===== src/rtl/srct_pkg.sv =====
`timescale 1ns / 1ps
// srct_pkg: shared constants, outcode bits and the command/status structs
// of the segment/rectangle clip test. No dependencies.
package srct_pkg;

	localparam int COORD_WIDTH_DEF   = 16;
	localparam int FRACTION_BITS_DEF = 16;

	// internal fixed-point word and the full product
	localparam int DW = 64;
	localparam int PW = 2 * DW;
	localparam int HW = DW / 2;

	localparam logic [3:0] CODE_LEFT   = 4'd1;
	localparam logic [3:0] CODE_RIGHT  = 4'd2;
	localparam logic [3:0] CODE_BOTTOM = 4'd4;
	localparam logic [3:0] CODE_TOP    = 4'd8;

	localparam logic [2:0] MAX_MOVES = 3'd4;

	localparam logic [1:0] REG_LEFT   = 2'd0;
	localparam logic [1:0] REG_RIGHT  = 2'd1;
	localparam logic [1:0] REG_BOTTOM = 2'd2;
	localparam logic [1:0] REG_TOP    = 2'd3;

	typedef struct packed {
		logic       load;
		logic       setup;
		logic       mul;
		logic [1:0] mul_idx;
		logic       div;
		logic       commit;
	} srct_cmd_t;

	typedef struct packed {
		logic [3:0] c0;
		logic [3:0] c1;
	} srct_stat_t;

endpackage


===== src/rtl/srct_ctrl.sv =====
`timescale 1ns / 1ps
// srct_ctrl: sequencer for the clip loop and the result register.
// Depends on srct_pkg.
module srct_ctrl import srct_pkg::*; (
	input  logic       clk,
	input  logic       arst_n,
	input  logic       in_valid,
	output logic       in_ready,
	output logic       out_valid,
	input  logic       out_ready,
	output logic       accept,
	input  srct_stat_t stat,
	output srct_cmd_t  cmd
);

	localparam logic [2:0] ST_IDLE   = 3'd0;
	localparam logic [2:0] ST_DECIDE = 3'd1;
	localparam logic [2:0] ST_MUL    = 3'd2;
	localparam logic [2:0] ST_DIV    = 3'd3;
	localparam logic [2:0] ST_COMMIT = 3'd4;
	localparam logic [2:0] ST_OUT    = 3'd5;

	logic [2:0] state_q;
	logic [6:0] cnt_q;
	logic [2:0] moves_q;
	logic       result_q;

	assign in_ready  = state_q == ST_IDLE;
	assign out_valid = state_q == ST_OUT;
	assign accept    = result_q;

	always_comb begin
		cmd = '0;
		cmd.load    = in_valid && in_ready;
		cmd.setup   = (state_q == ST_DECIDE) && ((stat.c0 | stat.c1) != 4'd0)
			&& ((stat.c0 & stat.c1) == 4'd0) && (moves_q < MAX_MOVES);
		cmd.mul     = state_q == ST_MUL;
		cmd.mul_idx = cnt_q[1:0];
		cmd.div     = state_q == ST_DIV;
		cmd.commit  = state_q == ST_COMMIT;
	end

	always_ff @(posedge clk or negedge arst_n) begin
		if (!arst_n) begin
			state_q  <= ST_IDLE;
			cnt_q    <= '0;
			moves_q  <= '0;
			result_q <= 1'b0;
		end else begin
			case (state_q)
				ST_IDLE: begin
					if (in_valid) begin
						moves_q <= '0;
						state_q <= ST_DECIDE;
					end
				end
				ST_DECIDE: begin
					cnt_q <= '0;
					if ((stat.c0 | stat.c1) == 4'd0) begin
						result_q <= 1'b1;
						state_q  <= ST_OUT;
					end else if (!cmd.setup) begin
						result_q <= 1'b0;
						state_q  <= ST_OUT;
					end else begin
						moves_q <= moves_q + 3'd1;
						state_q <= ST_MUL;
					end
				end
				ST_MUL: begin
					cnt_q <= (cnt_q == 7'd3) ? 7'd0 : cnt_q + 7'd1;
					if (cnt_q == 7'd3) state_q <= ST_DIV;
				end
				ST_DIV: begin
					cnt_q <= cnt_q + 7'd1;
					if (cnt_q == 7'd127) state_q <= ST_COMMIT;
				end
				ST_COMMIT: state_q <= ST_DECIDE;
				ST_OUT: begin
					if (out_ready) state_q <= ST_IDLE;
				end
				default: state_q <= ST_IDLE;
			endcase
		end
	end

	a_moves_bound: assert property (@(posedge clk) disable iff (!arst_n)
		moves_q <= MAX_MOVES) else $error("move count past limit");
	a_load_decide: assert property (@(posedge clk) disable iff (!arst_n)
		cmd.load |=> state_q == ST_DECIDE) else $error("request not sequenced");
	a_one_op: assert property (@(posedge clk) disable iff (!arst_n)
		$onehot0({cmd.load, cmd.setup, cmd.mul, cmd.div, cmd.commit}))
		else $error("overlapping datapath commands");
	a_div_commit: assert property (@(posedge clk) disable iff (!arst_n)
		(state_q == ST_DIV && cnt_q == 7'd127) |=> state_q == ST_COMMIT)
		else $error("divide did not finish into commit");

endmodule


===== config.mk =====
export PLATFORM = sky130hd
export DESIGN_NAME = srct_ctrl
export DESIGN_NICKNAME = d
export VERILOG_FILES = /design/src/rtl/srct_pkg.sv /design/src/rtl/srct_ctrl.sv
export SDC_FILE = /design/constraint.sdc
export NUM_CORES = 1
export LEC_CHECK = 0
export BUFFER_PORTS_ARGS = -buffer_cell sky130_fd_sc_hd__buf_2
export CAP_MARGIN = 20
export CORE_MARGIN = 1
export CORE_UTILIZATION = 35
export CTS_CLUSTER_DIAMETER = 150
export CTS_CLUSTER_SIZE = 16
export DETAILED_ROUTE_END_ITERATION = 6
export PLACE_DENSITY = 0.65
export SYNTH_ARGS = -nofsm -noshare
export SYNTH_HDL_FRONTEND = slang
export SYNTH_SLANG_ARGS = --single-unit

===== constraint.sdc =====
create_clock -name clk -period 2.39 [get_ports clk]
set_clock_uncertainty 0.15 [all_clocks]
set_input_delay 0.478 -clock clk [delete_from_list [all_inputs] [get_ports clk]]
set_output_delay 0.478 -clock clk [all_outputs]
set_load 0.005 [all_outputs]

==> results.py <==
metrics = {
    "synth": {
        "synth_cells": 92,
        "synth_top_area_share_pct": 40.1,
        "synth_top_area_cell": "dfrtp_1",
        "synth_area_leaders": "dfrtp_1, nor4_4, nand2_1",
        "yosys_warnings": 0,
        "syn_area_sq_um": 873,
        "ys_seq_elements": 14,
        "synth_area_per_cell_sq_um": 9.49,
        "synth.net_count": 106,
        "synth_cell_types": 30,
        "ys_seq_area_share_pct": 40.1,
    },
    "drt": {
        "wl_per_cell_um": 13.2,
        "vias": 738,
        "wl_mm": 1.88,
        "viasPerCell": 5.20,
        "drc_errors": 0,
        "ant_nets": 0,
        "first_pass_iters": 4,
        "drtIter0Drc": 14,
    },
    "cts": {
        "ctsHtreeMaxLevel": 1,
        "clock_sinks": 14,
        "cts_post_setup_buffers_inserted": 0,
        "cts_root_buf": "clkbuf_4",
        "numCtsBuffers": 3,
        "clk_latency_ns": 0.28,
        "cts_tree": "done",
        "ctsHoldBuffers": 1,
        "clk_pin_slew_ns": 0.09,
        "cts_resized": 0,
        "clk_path_buf_depth": 2,
    },
    "cells_and_area": {
        "area_growth_pct": 17.0,
        "final_common_cell": "buf_2",
        "drive_above_1_share_pct": 28.1,
        "final_cell_mix": "buf_2, dfrtp_1, nand2_1",
        "num-nets-final": 129,
        "n_antenna_cell": 0,
    },
    "power_and_ir_drop": {
        "leakagePower_uw": 0.000519,
        "ir_worst_vdd_mv": 0.526,
        "power_density_nw_per_um2": 944,
    },
    "grt": {
        "grt_max_degree": 15,
        "grt_antenna_before_repair": 0,
        "grt_overflow": 0,
        "grtUsageTotal_pct": 16.0,
        "grt_pass1_wl_mm": 3.08,
        "grt_pass1_vias": 708,
    },
    "setup_path": {
        "crit_path_max_fanout": 8,
        "arrival_ns": 1.67,
        "worstPathRequired_ns": 1.76,
        "startpoint_type": "register",
        "critical_path_class": "register to primary output",
        "worstSetupEndpointType": "primary output",
    },
    "timing": {
        "hold_viol_final": 0,
        "timing.setup.tns_ns": 0,
        "tightestPinTransition_ns": 0.341,
        "finalMaxSlewViolations": 0,
        "setup_viol": 0,
        "fin_ws_ns": 0.0960,
        "max_slew_margin_pct": 77.3,
        "whs_ns": 0.343,
        "fin_crit_sh_pct": 96.0,
        "fmax_ghz": 0.436,
        "fin_crit_ns": 2.29,
        "grt_setup_unrepaired": "no",
    },
    "placement": {
        "port-buffer-count": 21,
        "hpwl_mm": 1.43,
        "place_ws_ns": 0.216,
        "gp_congestion": 0.779,
    },
    "worst_hold_path": {
        "hp-class": "input pin to register",
    },
    "floorplan": {
        "core_sq_um": 2280,
        "ios": 22,
        "die_width_um": 52.0,
        "dieArea_sq_um": 2700,
        "die_h_um": 52.0,
        "placementRows": 17,
        "start_util_pct": 38.4,
    },
    "flow_run": {
        "cap_viol_max_count": 0,
    },
    "status": {
        "outcome": "finished, final reports clean",
    },
}
-- cells in the mapped netlist (all sizes together) --
library cell and number:
and2 4, or2 2, a21bo 1, xor2 2, mux2i 2, nor4b 1, nor2 7, o2111ai 1
ha 2, a222oi 1, nand3 3, dfrtp 14, nor4 2, a21o 4, o21ai 8, or3 1
and3 3, a21oi 3, a41oi 2, buf 5, nor3 2, nand2b 3, nor3b 3, nand2 10
nor2b 1, o31ai 1, inv 4
-- per-layer routing --
metal / GRT usage (%) / share of wire (%) / wire length (um)
met1: 17.6 / 45 / 837
met3: 6.14 / 4.1 / 77
met4: 4.05 / 0.85 / 16
met5: 0 / 0 / 0
met2: 28.2 / 50 / 945
-- final cells by class --
cell class / count / area (sq um)
Clock buffer: 4 / 36.3
Fill cell: 230 / 1250
Inverter: 4 / 15.0
Multi-Input combinational cell: 69 / 463
Sequential cell: 14 / 350
Tap cell: 28 / 35.0
Timing Repair Buffer: 23 / 123
-- flip-flops by register name, indices dropped and copies added (netlist names) --
name,cells
cnt_q,7
state_q,3
accept,1
moves_q,3
-- worst paths after layout --
path                                  from         end  cells past startpoint  slack [ns]
min in group asynchronous           arst_n  state_q[2]                      2        0.46
worst max register to register    cnt_q[0]    cnt_q[3]                      5        0.58
worst max-delay path            state_q[2]      cmd[5]                      4         0.1
worst min-delay path             out_ready  state_q[2]                      3        0.34
max in group asynchronous           arst_n    cnt_q[4]                      2        1.37
worst min register to register      accept      accept                      1        0.35
-- critical path: stages, from the launching register on --
cell and delay [ns]:
dfrtp_1 0.45, nand2b_1 0.23, nor2_1 0.21, and3_1 0.33
buf_2 0.16
-- cell families after synthesis --
logic type / share of synthesized area, %
AOI/OAI and AO/OA: 16.5
xor gates and xnor gates: 2.01
adders and majority gates: 2.86
buffers and inverters: 6.88
DFF: 40.1
muxes: 2.29
and+or+nand+nor: 29.4
-- through the flow --
stage	total power, uW	std cells	util (%)	cell area (sq um)
detailed placement	802	137	42.9	976
floorplan	695	92	-	873
global placement	792	137	42.9	976
global route	1050	142	44.9	1020
CTS	974	142	44.9	1020
finish	965	142	44.9	1020
-- report_power, final --
group          switching, uW  internal, uW
logic                    246           186
clock network           79.9          92.7
registers               64.0           296
Note: power is estimated with default switching activity, not from simulation.
